### config.mk
export PLATFORM = sky130hd
export DESIGN_NAME = ibs_blend
export DESIGN_NICKNAME = d
export VERILOG_FILES = /design/src/rtl/core/ibs_pkg.sv /design/src/rtl/core/ibs_blend.sv
export SDC_FILE = /design/constraint.sdc
export NUM_CORES = 1
export LEC_CHECK = 0
export BUFFER_PORTS_ARGS = -buffer_cell sky130_fd_sc_hd__buf_2
export CELL_PAD_IN_SITES_DETAIL_PLACEMENT = 0
export CELL_PAD_IN_SITES_GLOBAL_PLACEMENT = 2
export CORE_MARGIN = 2
export CORE_UTILIZATION = 42
export CTS_BUF_LIST = sky130_fd_sc_hd__clkbuf_4 sky130_fd_sc_hd__clkbuf_8
export CTS_CLUSTER_DIAMETER = 200
export DETAILED_ROUTE_END_ITERATION = 10
export GPL_TIMING_DRIVEN = 0
export PLACE_DENSITY = 0.86
export SYNTH_ARGS = -nofsm -noshare
export SYNTH_HDL_FRONTEND = slang
export SYNTH_SLANG_ARGS = --single-unit
### constraint.sdc
create_clock -name clk -period 8.59 [get_ports clk]
set_input_delay 0.859 -clock clk [delete_from_list [all_inputs] [get_ports clk]]
set_output_delay 0.859 -clock clk [all_outputs]
set_load 0.005 [all_outputs]
### src/rtl/core/ibs_pkg.sv
// Shared types, constants and helpers for the bilinear image sampler.
// No dependencies; every other file in rtl/core imports this package.
`default_nettype none

package ibs_pkg;

	// Image store geometry
	localparam int MAX_COLS    = 256;
	localparam int MAX_ROWS    = 256;
	localparam int COL_BITS    = $clog2(MAX_COLS);
	localparam int ROW_BITS    = $clog2(MAX_ROWS);
	localparam int DIM_BITS    = 9;

	// Number formats
	localparam int FRAC_BITS   = 8;
	localparam int PIXEL_BITS  = 16;
	localparam int SAMPLE_BITS = 17;
	localparam int COORD_BITS  = COL_BITS + FRAC_BITS;

	// Four banks, split by row parity (msb) and column parity (lsb)
	localparam int NUM_BANKS   = 4;
	localparam int BANK_SEL_W  = 2;
	localparam int BANK_AW     = (ROW_BITS - 1) + (COL_BITS - 1);
	localparam int BANK_DEPTH  = 1 << BANK_AW;

	// Blend datapath widths
	localparam int LERP_BITS   = PIXEL_BITS + FRAC_BITS;
	localparam int ACC_BITS    = PIXEL_BITS + 2 * FRAC_BITS;

	typedef enum logic {
		ACT_WRITE  = 1'b0,
		ACT_SAMPLE = 1'b1
	} ibs_action_t;

	typedef enum logic {
		REG_IMAGE_COLS = 1'b0,
		REG_IMAGE_ROWS = 1'b1
	} ibs_reg_t;

	// Per-sample control carried from address generation to the blend
	typedef struct packed {
		logic                 x0_par;
		logic                 x1_par;
		logic                 y0_par;
		logic                 y1_par;
		logic [FRAC_BITS-1:0] fx;
		logic [FRAC_BITS-1:0] fy;
		logic                 clamped;
	} ibs_sel_t;

	// Dimension register to dimension in use: zero reads as one, large saturates
	function automatic logic [DIM_BITS-1:0] dim_in_use(
		input logic [DIM_BITS-1:0] reg_val,
		input logic [DIM_BITS-1:0] limit
	);
		logic [DIM_BITS-1:0] res;
		res = reg_val;
		if (reg_val == '0) begin
			res = DIM_BITS'(1);
		end else if (reg_val > limit) begin
			res = limit;
		end
		return res;
	endfunction

endpackage

`default_nettype wire

### src/rtl/core/ibs_blend.sv
// Two-stage bilinear blend: horizontal lerps, then vertical lerp and rounding.
// Depends on ibs_pkg for widths and the ibs_sel_t control struct.
`default_nettype none

module ibs_blend (
	input  wire logic                                                  clk,
	input  wire logic                                                  arst_n,
	input  wire logic                                                  valid_s1,
	input  wire ibs_pkg::ibs_sel_t                                     sel_s1,
	input  wire logic [ibs_pkg::NUM_BANKS-1:0][ibs_pkg::PIXEL_BITS-1:0] bank_data,
	output      logic                                                  done,
	output      logic [ibs_pkg::PIXEL_BITS-1:0]                         sample_value,
	output      logic                                                  was_clamped
);
	import ibs_pkg::*;

	localparam int HM_W = PIXEL_BITS + FRAC_BITS + 2;
	localparam int VM_W = ACC_BITS + 2;

	logic [PIXEL_BITS-1:0]        p00, p01, p10, p11;
	logic signed [PIXEL_BITS:0]   d_top, d_bot;
	logic signed [FRAC_BITS:0]    fx_s;
	logic signed [HM_W-1:0]       h_top, h_bot;

	logic                         valid_s2;
	logic [LERP_BITS-1:0]         h0_s2, h1_s2;
	logic [FRAC_BITS-1:0]         fy_s2;
	logic                         clamped_s2;

	logic signed [LERP_BITS:0]    d_v;
	logic signed [FRAC_BITS:0]    fy_s;
	logic signed [VM_W-1:0]       acc;

	logic                         done_q;
	logic [PIXEL_BITS-1:0]        value_q;
	logic                         clamped_q;

	// Stage 1: route banks to neighbours, one lerp per row
	always_comb begin
		p00   = bank_data[{sel_s1.y0_par, sel_s1.x0_par}];
		p01   = bank_data[{sel_s1.y0_par, sel_s1.x1_par}];
		p10   = bank_data[{sel_s1.y1_par, sel_s1.x0_par}];
		p11   = bank_data[{sel_s1.y1_par, sel_s1.x1_par}];
		fx_s  = $signed({1'b0, sel_s1.fx});
		d_top = $signed({1'b0, p01}) - $signed({1'b0, p00});
		d_bot = $signed({1'b0, p11}) - $signed({1'b0, p10});
		h_top = $signed({2'b00, p00, {FRAC_BITS{1'b0}}}) + d_top * fx_s;
		h_bot = $signed({2'b00, p10, {FRAC_BITS{1'b0}}}) + d_bot * fx_s;
	end

	always_ff @(posedge clk or negedge arst_n) begin
		if (!arst_n) begin
			valid_s2 <= 1'b0;
		end else begin
			valid_s2 <= valid_s1;
		end
	end

	always_ff @(posedge clk) begin
		h0_s2      <= h_top[LERP_BITS-1:0];
		h1_s2      <= h_bot[LERP_BITS-1:0];
		fy_s2      <= sel_s1.fy;
		clamped_s2 <= sel_s1.clamped;
	end

	// Stage 2: vertical lerp plus half an LSB, then drop fraction bits
	always_comb begin
		fy_s = $signed({1'b0, fy_s2});
		d_v  = $signed({1'b0, h1_s2}) - $signed({1'b0, h0_s2});
		acc  = $signed({2'b00, h0_s2, {FRAC_BITS{1'b0}}}) + d_v * fy_s
			+ $signed(VM_W'(1) << (2 * FRAC_BITS - 1));
	end

	always_ff @(posedge clk or negedge arst_n) begin
		if (!arst_n) begin
			done_q <= 1'b0;
		end else begin
			done_q <= valid_s2;
		end
	end

	always_ff @(posedge clk) begin
		value_q   <= acc[ACC_BITS-1:2*FRAC_BITS];
		clamped_q <= clamped_s2;
	end

	assign done         = done_q;
	assign sample_value = value_q;
	assign was_clamped  = clamped_q;

endmodule

`default_nettype wire

==> results.py <==
metrics = {
    "global_routing": {
        "grt_max_degree": 14,
        "antenna_found_initial": 3,
        "grt_pass1_wl_um": 103000,
        "grt_overflow": 0,
        "grt.total_usage": 0.238,
        "first_global_vias": 18600,
    },
    "job": {
        "max-cap-violations": 0,
    },
    "worst_setup_path": {
        "worstPathRequired_ns": 8.87,
        "arrival_ns": 8.67,
        "path_depth": 34,
        "path_buf_inv": 9,
        "critPathLaunchType": "input pin",
        "path_delay_family": "adder cells",
        "slowest_stage": "fa_1",
        "reg2reg_depth": 30,
        "critPathMaxStageDelay_ns": 0.57,
        "reg2reg_slack_ns": 0.47,
        "end_kind": "register",
        "criticalPathCategory": "in2reg",
        "critPathMaxFanout": 10,
    },
    "clock_tree": {
        "cts_tree": "yes",
        "clk_pin_slew_ns": 0.09,
        "clk_latency_ns": 0.41,
        "cts_buffers": 9,
        "cts-htree-levels": 3,
        "cts.sinks": 76,
        "clock-root-buffer": "clkbuf_8",
        "clockBufferDepth": 2,
    },
    "finish": {
        "syn_to_final_growth_pct": 10.4,
        "mostFrequentLayoutCells": "inv_1 (569), fa_1 (408), nand2_1 (289)",
        "drive_above_1_share": 0.116,
        "nets": 3398,
        "fillers": 5292,
        "final_common_cell": "inv_1",
    },
    "synthesis": {
        "synth-main-ff-cell": "dfxtp_1",
        "yosysWarnings": 0,
        "ys_types": 82,
        "synth_edf_count": 0,
        "synth.net_count": 3262,
        "async_flop_share": 0.0263,
        "ys_seq_area_frac": 0.0677,
        "syn_avg_cell_area_um2": 8.97,
        "netlist_instances": 2523,
        "ys_seq_elements": 76,
        "synth.cell_area_um2": 22600,
    },
    "die": {
        "start_util": 0.423,
        "die_w_um": 236,
        "ioPinCount": 106,
        "coreArea_um2": 53500,
        "die_h_um": 236,
        "die-area_um2": 55700,
        "core.rowCount": 85,
    },
    "route": {
        "drc": 0,
        "first_iter_violations": 854,
        "postRouteAntennaNets": 0,
        "drt-vias-per-instance": 5.13,
        "vias": 17300,
        "routed_wl_um": 63600,
        "dr.pass1.iters": 5,
        "routedWlPerCell_um": 18.9,
    },
    "placed_design": {
        "io_buffers": 102,
        "gp_congestion": 0.918,
        "hpwl_um": 53500,
        "place_ws_ns": -2.03,
    },
    "sta": {
        "setup_ws_ns": 0.207,
        "fin_crit_sh": 0.976,
        "period_needed_ns": 8.38,
        "tns_ns": 0,
        "hold_viol_final": 0,
        "final_max_slew_viol_count": 0,
        "rsz0062_at_grt": "yes",
        "slew_headroom": 0.317,
        "setup_viol": 0,
        "finClkSkew_ns": 0.0135,
        "fmax_mhz": 119,
        "worstMarginPinSlew_ns": 1.03,
    },
    "outcome": {
        "status": "finished, final reports clean",
    },
    "hold_path": {
        "min_path_type": "in2async",
    },
}
-- worst reg2reg max path: cells and delay by family (launching register included) --
family                   cells  cell delay, ns
AO/OA/AOI/OAI               13            3.05
XOR/XNOR                     2            0.37
adder cells (fa/ha/maj)      8            3.44
buffers and inverters        4            0.21
flip-flops                   1            0.40
AND/OR/NAND/NOR              3            0.61
-- path summary, 6_finish.rpt --
path | from | end
hold / removal | arst_n | done
setup / recovery | sel_s1[20] | h0_s2[23]
hold reg to reg | clamped_s2 | was_clamped
max in group asynchronous | arst_n | valid_s2
min in group clk | clamped_s2 | was_clamped
setup reg to reg | h0_s2[0] | sample_value[15]
-- cell families after synthesis --
| group | after synthesis | share of synthesized area |
|---|---|---|
| buffers and inverters | 642 | 0.107 |
| adder cells (fa/ha/maj) | 651 | 0.497 |
| XOR/XNOR | 108 | 0.0421 |
| multiplexers | 80 | 0.0550 |
| AO/OA/AOI/OAI | 257 | 0.0768 |
| flip-flops | 76 | 0.0677 |
| AND/OR/NAND/NOR | 709 | 0.155 |
-- synth_stat cells (30+ instances only) --
library cell,n,share of area
a21oi_1,74,0.016
and2_1,162,0.045
clkbuf_1,63,0.010
dfxtp_1,74,0.065
fa_1,412,0.36
ha_1,239,0.13
inv_1,569,0.094
mux4_2,32,0.032
nand2_1,290,0.048
nand2b_1,30,0.0083
nor2_1,82,0.014
nor2b_1,43,0.012
o21ai_0,54,0.012
xnor2_1,84,0.033
-- cell type report --
type / count / area (um2) / share of cell area
repair buffers: 126 / 703 / 0.0282
well taps: 696 / 871 / 0.0349
multi-input cells: 1805 / 19100 / 0.766
inverters: 570 / 2140 / 0.0857
diodes: 2 / 5.00 / 0.000200
flip-flops and latches: 76 / 1530 / 0.0614
clock inverters: 5 / 60.1 / 0.00240
clock buffers: 11 / 145 / 0.00581
plain buffers: 71 / 387 / 0.0155
-- routing by layer --
metal  global-route usage  vias to the layer above  wire, um
li1                     -                     8065         -
met1                0.306                     8771     27500
met2                0.427                      350     32100
met5                    0                        -         0
met3               0.0239                       66      2440
met4               0.0604                        0      1500
-- sequential cells by signal, indices dropped and copies added (netlist names) --
name and count:
h0_s2 24, was_clamped 1, sample_value 16, clamped_s2 1
h1_s2 24, fy_s2 8, done 1, valid_s2 1
-- per-stage QoR --
step	utilization	cells	hold WS, ns	cell area [um2]
after floorplan	-	2523	0.310	22600
after global placement	0.449	3321	0.310	24000
after detailed placement	0.449	3321	0.317	24000
after CTS	0.460	3351	0.191	24600
after global routing	0.467	3361	0.195	25000
final	0.467	3362	0.226	25000
-- timing repair --
action                                  CTS  global route
pin swaps                                10            18
resized for setup                        75            68
setup buffers                            15             9
hold buffers                              0             0
endpoints found under the setup margin   24            15
cloned                                    0             0
Power is not shown: default switching activity piles up to over one toggle a cycle in this logic, so the estimate is an artifact.
