$ cat config.mk
export PLATFORM = sky130hd
export DESIGN_NAME = ibs_addr
export DESIGN_NICKNAME = d
export VERILOG_FILES = /design/src/rtl/core/ibs_pkg.sv /design/src/rtl/core/ibs_addr.sv
export SDC_FILE = /design/constraint.sdc
export NUM_CORES = 1
export LEC_CHECK = 0
export ABC_AREA = 1
export BUFFER_PORTS_ARGS = -buffer_cell sky130_fd_sc_hd__buf_2
export CORE_MARGIN = 3
export CORE_UTILIZATION = 47
export DETAILED_ROUTE_END_ITERATION = 10
export PLACE_DENSITY_LB_ADDON = 0.25
export SLEW_MARGIN = 15
export SYNTH_ARGS = -nofsm -noshare
export SYNTH_HDL_FRONTEND = slang
export SYNTH_SLANG_ARGS = --single-unit
export TNS_END_PERCENT = 30
$ cat constraint.sdc
create_clock -name vclk -period 4.5
set_input_delay 0.45 -clock vclk [all_inputs]
set_output_delay 0.45 -clock vclk [all_outputs]
set_load 0.005 [all_outputs]
$ cat src/rtl/core/ibs_pkg.sv
// Shared types, constants and helpers for the bilinear image sampler.
// No dependencies; every other file in rtl/core imports this package.
`default_nettype none

package ibs_pkg;

	// Image store geometry
	localparam int MAX_COLS    = 256;
	localparam int MAX_ROWS    = 256;
	localparam int COL_BITS    = $clog2(MAX_COLS);
	localparam int ROW_BITS    = $clog2(MAX_ROWS);
	localparam int DIM_BITS    = 9;

	// Number formats
	localparam int FRAC_BITS   = 8;
	localparam int PIXEL_BITS  = 16;
	localparam int SAMPLE_BITS = 17;
	localparam int COORD_BITS  = COL_BITS + FRAC_BITS;

	// Four banks, split by row parity (msb) and column parity (lsb)
	localparam int NUM_BANKS   = 4;
	localparam int BANK_SEL_W  = 2;
	localparam int BANK_AW     = (ROW_BITS - 1) + (COL_BITS - 1);
	localparam int BANK_DEPTH  = 1 << BANK_AW;

	// Blend datapath widths
	localparam int LERP_BITS   = PIXEL_BITS + FRAC_BITS;
	localparam int ACC_BITS    = PIXEL_BITS + 2 * FRAC_BITS;

	typedef enum logic {
		ACT_WRITE  = 1'b0,
		ACT_SAMPLE = 1'b1
	} ibs_action_t;

	typedef enum logic {
		REG_IMAGE_COLS = 1'b0,
		REG_IMAGE_ROWS = 1'b1
	} ibs_reg_t;

	// Per-sample control carried from address generation to the blend
	typedef struct packed {
		logic                 x0_par;
		logic                 x1_par;
		logic                 y0_par;
		logic                 y1_par;
		logic [FRAC_BITS-1:0] fx;
		logic [FRAC_BITS-1:0] fy;
		logic                 clamped;
	} ibs_sel_t;

	// Dimension register to dimension in use: zero reads as one, large saturates
	function automatic logic [DIM_BITS-1:0] dim_in_use(
		input logic [DIM_BITS-1:0] reg_val,
		input logic [DIM_BITS-1:0] limit
	);
		logic [DIM_BITS-1:0] res;
		res = reg_val;
		if (reg_val == '0) begin
			res = DIM_BITS'(1);
		end else if (reg_val > limit) begin
			res = limit;
		end
		return res;
	endfunction

endpackage

`default_nettype wire

$ cat src/rtl/core/ibs_addr.sv
// Coordinate clamp, neighbour selection and bank address generation.
// Depends on ibs_pkg for widths and the ibs_sel_t control struct.
`default_nettype none

module ibs_addr (
	input  wire logic                                               clk,
	input  wire logic                                               arst_n,
	input  wire logic                                               sample_req,
	input  wire logic [ibs_pkg::SAMPLE_BITS-1:0]                    sample_x,
	input  wire logic [ibs_pkg::SAMPLE_BITS-1:0]                    sample_y,
	input  wire logic [ibs_pkg::DIM_BITS-1:0]                       cols_use,
	input  wire logic [ibs_pkg::DIM_BITS-1:0]                       rows_use,
	output      logic [ibs_pkg::NUM_BANKS-1:0][ibs_pkg::BANK_AW-1:0] rd_addr,
	output      ibs_pkg::ibs_sel_t                                  sel
);
	import ibs_pkg::*;

	localparam int CMP_W = SAMPLE_BITS + 2;

	logic signed [CMP_W-1:0] sx_ext, sy_ext;
	logic signed [CMP_W-1:0] x_lim, y_lim, x_top, y_top, neg_one;
	logic                    x_out, y_out;
	logic [COORD_BITS-1:0]   xe, ye;
	logic [COL_BITS-1:0]     x0, x1;
	logic [ROW_BITS-1:0]     y0, y1;
	logic [DIM_BITS-1:0]     x0_inc, y0_inc;
	logic [COL_BITS-1:0]     col_for [2];
	logic [ROW_BITS-1:0]     row_for [2];

	// Range check and clamp into [0, (n-1) << F]
	always_comb begin
		sx_ext  = CMP_W'($signed(sample_x));
		sy_ext  = CMP_W'($signed(sample_y));
		neg_one = -$signed(CMP_W'(1 << FRAC_BITS));
		x_lim   = $signed({{(CMP_W - DIM_BITS - FRAC_BITS){1'b0}}, cols_use, {FRAC_BITS{1'b0}}});
		y_lim   = $signed({{(CMP_W - DIM_BITS - FRAC_BITS){1'b0}}, rows_use, {FRAC_BITS{1'b0}}});
		x_top   = x_lim - $signed(CMP_W'(1 << FRAC_BITS));
		y_top   = y_lim - $signed(CMP_W'(1 << FRAC_BITS));
		x_out   = (sx_ext <= neg_one) || (sx_ext >= x_lim);
		y_out   = (sy_ext <= neg_one) || (sy_ext >= y_lim);

		if (sx_ext < 0) begin
			xe = '0;
		end else if (sx_ext > x_top) begin
			xe = x_top[COORD_BITS-1:0];
		end else begin
			xe = sx_ext[COORD_BITS-1:0];
		end
		if (sy_ext < 0) begin
			ye = '0;
		end else if (sy_ext > y_top) begin
			ye = y_top[COORD_BITS-1:0];
		end else begin
			ye = sy_ext[COORD_BITS-1:0];
		end
	end

	// Floor and ceiling neighbours, ceiling held at the last column or row
	always_comb begin
		x0     = xe[COORD_BITS-1:FRAC_BITS];
		y0     = ye[ROW_BITS+FRAC_BITS-1:FRAC_BITS];
		x0_inc = DIM_BITS'(x0) + DIM_BITS'(1);
		y0_inc = DIM_BITS'(y0) + DIM_BITS'(1);
		x1     = (x0_inc < cols_use) ? x0_inc[COL_BITS-1:0] : x0;
		y1     = (y0_inc < rows_use) ? y0_inc[ROW_BITS-1:0] : y0;
	end

	// Per parity, pick whichever neighbour lives in that bank column/row
	always_comb begin
		for (int p = 0; p < 2; p++) begin
			col_for[p[0]] = (x0[0] == p[0]) ? x0 : x1;
			row_for[p[0]] = (y0[0] == p[0]) ? y0 : y1;
		end
		for (int b = 0; b < NUM_BANKS; b++) begin
			rd_addr[b[1:0]] = {row_for[b[1]][ROW_BITS-1:1], col_for[b[0]][COL_BITS-1:1]};
		end
	end

	always_comb begin
		sel.x0_par  = x0[0];
		sel.x1_par  = x1[0];
		sel.y0_par  = y0[0];
		sel.y1_par  = y1[0];
		sel.fx      = xe[FRAC_BITS-1:0];
		sel.fy      = ye[FRAC_BITS-1:0];
		sel.clamped = x_out || y_out;
	end

`ifndef SYNTH
	// Neighbours stay inside the image in use
	ap_x_in_image: assert property (@(posedge clk) disable iff (!arst_n)
		sample_req |-> (DIM_BITS'(x1) < cols_use) && (DIM_BITS'(x0) <= DIM_BITS'(x1)))
		else $error("column neighbour outside image");
	ap_y_in_image: assert property (@(posedge clk) disable iff (!arst_n)
		sample_req |-> (DIM_BITS'(y1) < rows_use) && (DIM_BITS'(y0) <= DIM_BITS'(y1)))
		else $error("row neighbour outside image");
	// A collapsed pair only happens on the last column
	ap_x_collapse: assert property (@(posedge clk) disable iff (!arst_n)
		(sample_req && (x1 == x0)) |-> (x0_inc >= cols_use))
		else $error("column pair collapsed away from the edge");
`endif

endmodule

`default_nettype wire

==> impl_metrics.json <==
{
  "syn_inst": 571,
  "hold_buffers": 0,
  "min_from": "sample_y[7]",
  "io_buffers": 129,
  "slowest_delay_ps": 330,
  "relSlewSlack": 0.6467,
  "vias": 5339,
  "antenna_left": 0,
  "grt_pass1_vias": 4588,
  "p_int_uw": 368.4,
  "mappedNetlistArea_um2": 3227,
  "overflow": 0,
  "critPathTopFamily": "simple AND/OR/NAND/NOR gates",
  "cp-start-kind": "input port",
  "swShare": 0.5531,
  "setup_ws_ps": -1125,
  "yosysMostFrequentCell": "nand2_1",
  "drt_wl_total_mm": 16.68,
  "combPwrFrac": 1.000,
  "nets": 920,
  "min_path_type": "input port to output pin",
  "leakagePower_nw": 3.179,
  "critPathMaxFanout": 7,
  "rows": 29,
  "seqCellArea_um2": 0,
  "drc": 0,
  "drv_cap": 0,
  "finalHoldViolCount": 0,
  "seq_power_share": 0,
  "rsz0062_at_grt": "true",
  "syn_to_final_growth_pct": 76.46,
  "slew_violations": 0,
  "nClkBuffers": 0,
  "whs_endpoint": "sel[8]",
  "required_ps": 4050,
  "grt.total_usage": 0.3039,
  "place_hpwl_mm": 9.681,
  "cp-end-kind": "output pin",
  "peakVddDrop_mv": 0.1471,
  "clkPwrFrac": 0,
  "critPathKind": "input port to output pin",
  "synthTopCellsByArea": "ha_1 (22%), nand2_1 (17%), inv_1 (12%)",
  "period_share": 1.250,
  "die_w_um": 88.86,
  "drtPass1Iterations": 6,
  "crit_buf_inv": 7,
  "wl_per_cell_um": 18.87,
  "place.gp.congestion": 0.9708,
  "syn_nets": 682,
  "n_sequential_cell": 0,
  "grt_pass1_wl_mm": 19.60,
  "worstMarginPinSlew_ps": 529.3,
  "antenna_cells": 0,
  "whs_path_depth": 4,
  "io_pins": 132,
  "min_period_ps": 5625,
  "synthTopCellsByCount": "nand2_1 (144), inv_1 (102), ha_1 (56), nand3_1 (55), nor2_1 (40)",
  "synth.top_cell.area_share": 0.2171,
  "grt_max_degree": 16,
  "ys_seq_area_frac": 0,
  "power_density_nw_per_um2": 144.8,
  "p_sw_uw": 456.0,
  "vias_per_cell": 6.040,
  "core-area_um2": 6495,
  "yosysWarnings": 0,
  "ys_types": 39,
  "status": "finished, violations left",
  "post_route_cells_drive_above_1_share": 0.5675,
  "start_util": 0.4968,
  "cp_slowest_cell": "ha_1",
  "antenna_found_initial": 0,
  "cp_common_cell": "nand2_2",
  "setup_tns_ps": -40010,
  "crit_arrival_ps": 5170,
  "worstSetupPathDepth": 33,
  "yosysTopAreaCell": "ha_1",
  "dieArea_um2": 7896,
  "drtIter0Drc": 452,
  "failed_checks": "negative setup slack",
  "die_h_um": 88.86,
  "synth.avg_cell_area_um2": 5.651,
  "fin_util": 0.8767,
  "maxClockFrequency_mhz": 177.8,
  "setup_violations": 46
}
-- worst max-delay path by stage --
stage | from | endpoint | slack [ps]
6_report | cols_use[0] | rd_addr[42] | -1120
5_1_grt | cols_use[2] | rd_addr[42] | -1260
4_1_cts | rows_use[1] | sel[17] | -510
3_5_place_dp | cols_use[0] | rd_addr[31] | -870
3_3_place_gp | cols_use[0] | rd_addr[3] | -660
2_1_floorplan | cols_use[2] | rd_addr[31] | -260
-- metrics by stage --
step | setup WS, ps | hold slack (ps) | cell area (um2) | total power [mW] | instances
global placement | -664.1 | 1189 | 4813 | 0.5917 | 858
finish | -1125 | 1191 | 5694 | 0.8244 | 884
detailed placement | -868.0 | 1192 | 4813 | 0.6146 | 858
global route | -1260 | 1228 | 5694 | 0.8754 | 884
floorplan | -264.9 | 960.4 | 3480 | 0.3804 | 571
CTS | -513.2 | 1193 | 5216 | 0.6753 | 872
-- timing repair --
item | 4_1_cts | 5_1_grt
gates cloned | 1 | 0
pin swaps | 49 | 49
setup endpoints to repair | 46 | 46
gates resized for setup | 74 | 81
buffers inserted | 13 | 12
-- power groups by stage --
stage	Sequential (mW)	Combinational, mW	Clock, mW
floorplan	0	0.380	0
global placement	0	0.592	0
detailed placement	0	0.615	0
CTS	0	0.675	0
global route	0	0.875	0
finish	0	0.824	0
-- layer usage --
| layer | part of all wire | vias up | global-route usage | wire length (um) |
|---|---|---|---|---|
| li1 | - | 2287 | - | - |
| met1 | 0.32 | 2387 | 0.3269 | 5349 |
| met2 | 0.49 | 473 | 0.6012 | 8136 |
| met3 | 0.094 | 192 | 0.01769 | 1567 |
| met4 | 0.098 | 0 | 0.1277 | 1627 |
| met5 | 0 | - | 0 | 0 |
-- cells by family (layout without fill, tap and decap cells) --
logic type / after synthesis / count (layout) / share of synthesized area
XOR/XNOR: 14 / 14 / 0.03800
adder cells (fa/ha/maj): 56 / 56 / 0.2171
buffers and inverters: 142 / 377 / 0.2028
AND/OR/NAND/NOR: 307 / 308 / 0.4486
AO/OA/AOI/OAI: 52 / 52 / 0.09345
-- layout by cell type (no fill, tap or decap), types with 3 or more instances in the layout --
cell type / synthesis / final
a21oi_1: 18 / 13
a21oi_2: 2 / 5
and2_4: 0 / 4
buf_2: 1 / 124
buf_4: 28 / 130
buf_6: 2 / 12
ha_1: 56 / 40
ha_4: 0 / 16
inv_1: 102 / 87
inv_2: 7 / 13
inv_4: 0 / 4
inv_8: 0 / 3
nand2_1: 144 / 102
nand2_2: 8 / 43
nand2_4: 0 / 7
nand3_1: 55 / 34
nand3_2: 5 / 20
nand3_4: 1 / 7
nand4_1: 12 / 12
nor2_1: 40 / 21
nor2_2: 9 / 14
nor2_4: 7 / 22
nor3_1: 13 / 7
nor3_2: 0 / 4
nor4_1: 3 / 3
o21ai_0: 14 / 5
o21ai_1: 8 / 5
o21ai_2: 1 / 13
xor2_1: 13 / 11
-- area by class of cell --
cell class | instances | area (um2)
timing repair buffer | 268 | 1767
inverter | 109 | 462.9
fill | 319 | 800.8
multi-input combinational | 430 | 3368
tap | 77 | 96.34
Note: power is estimated with default switching activity, not from simulation.
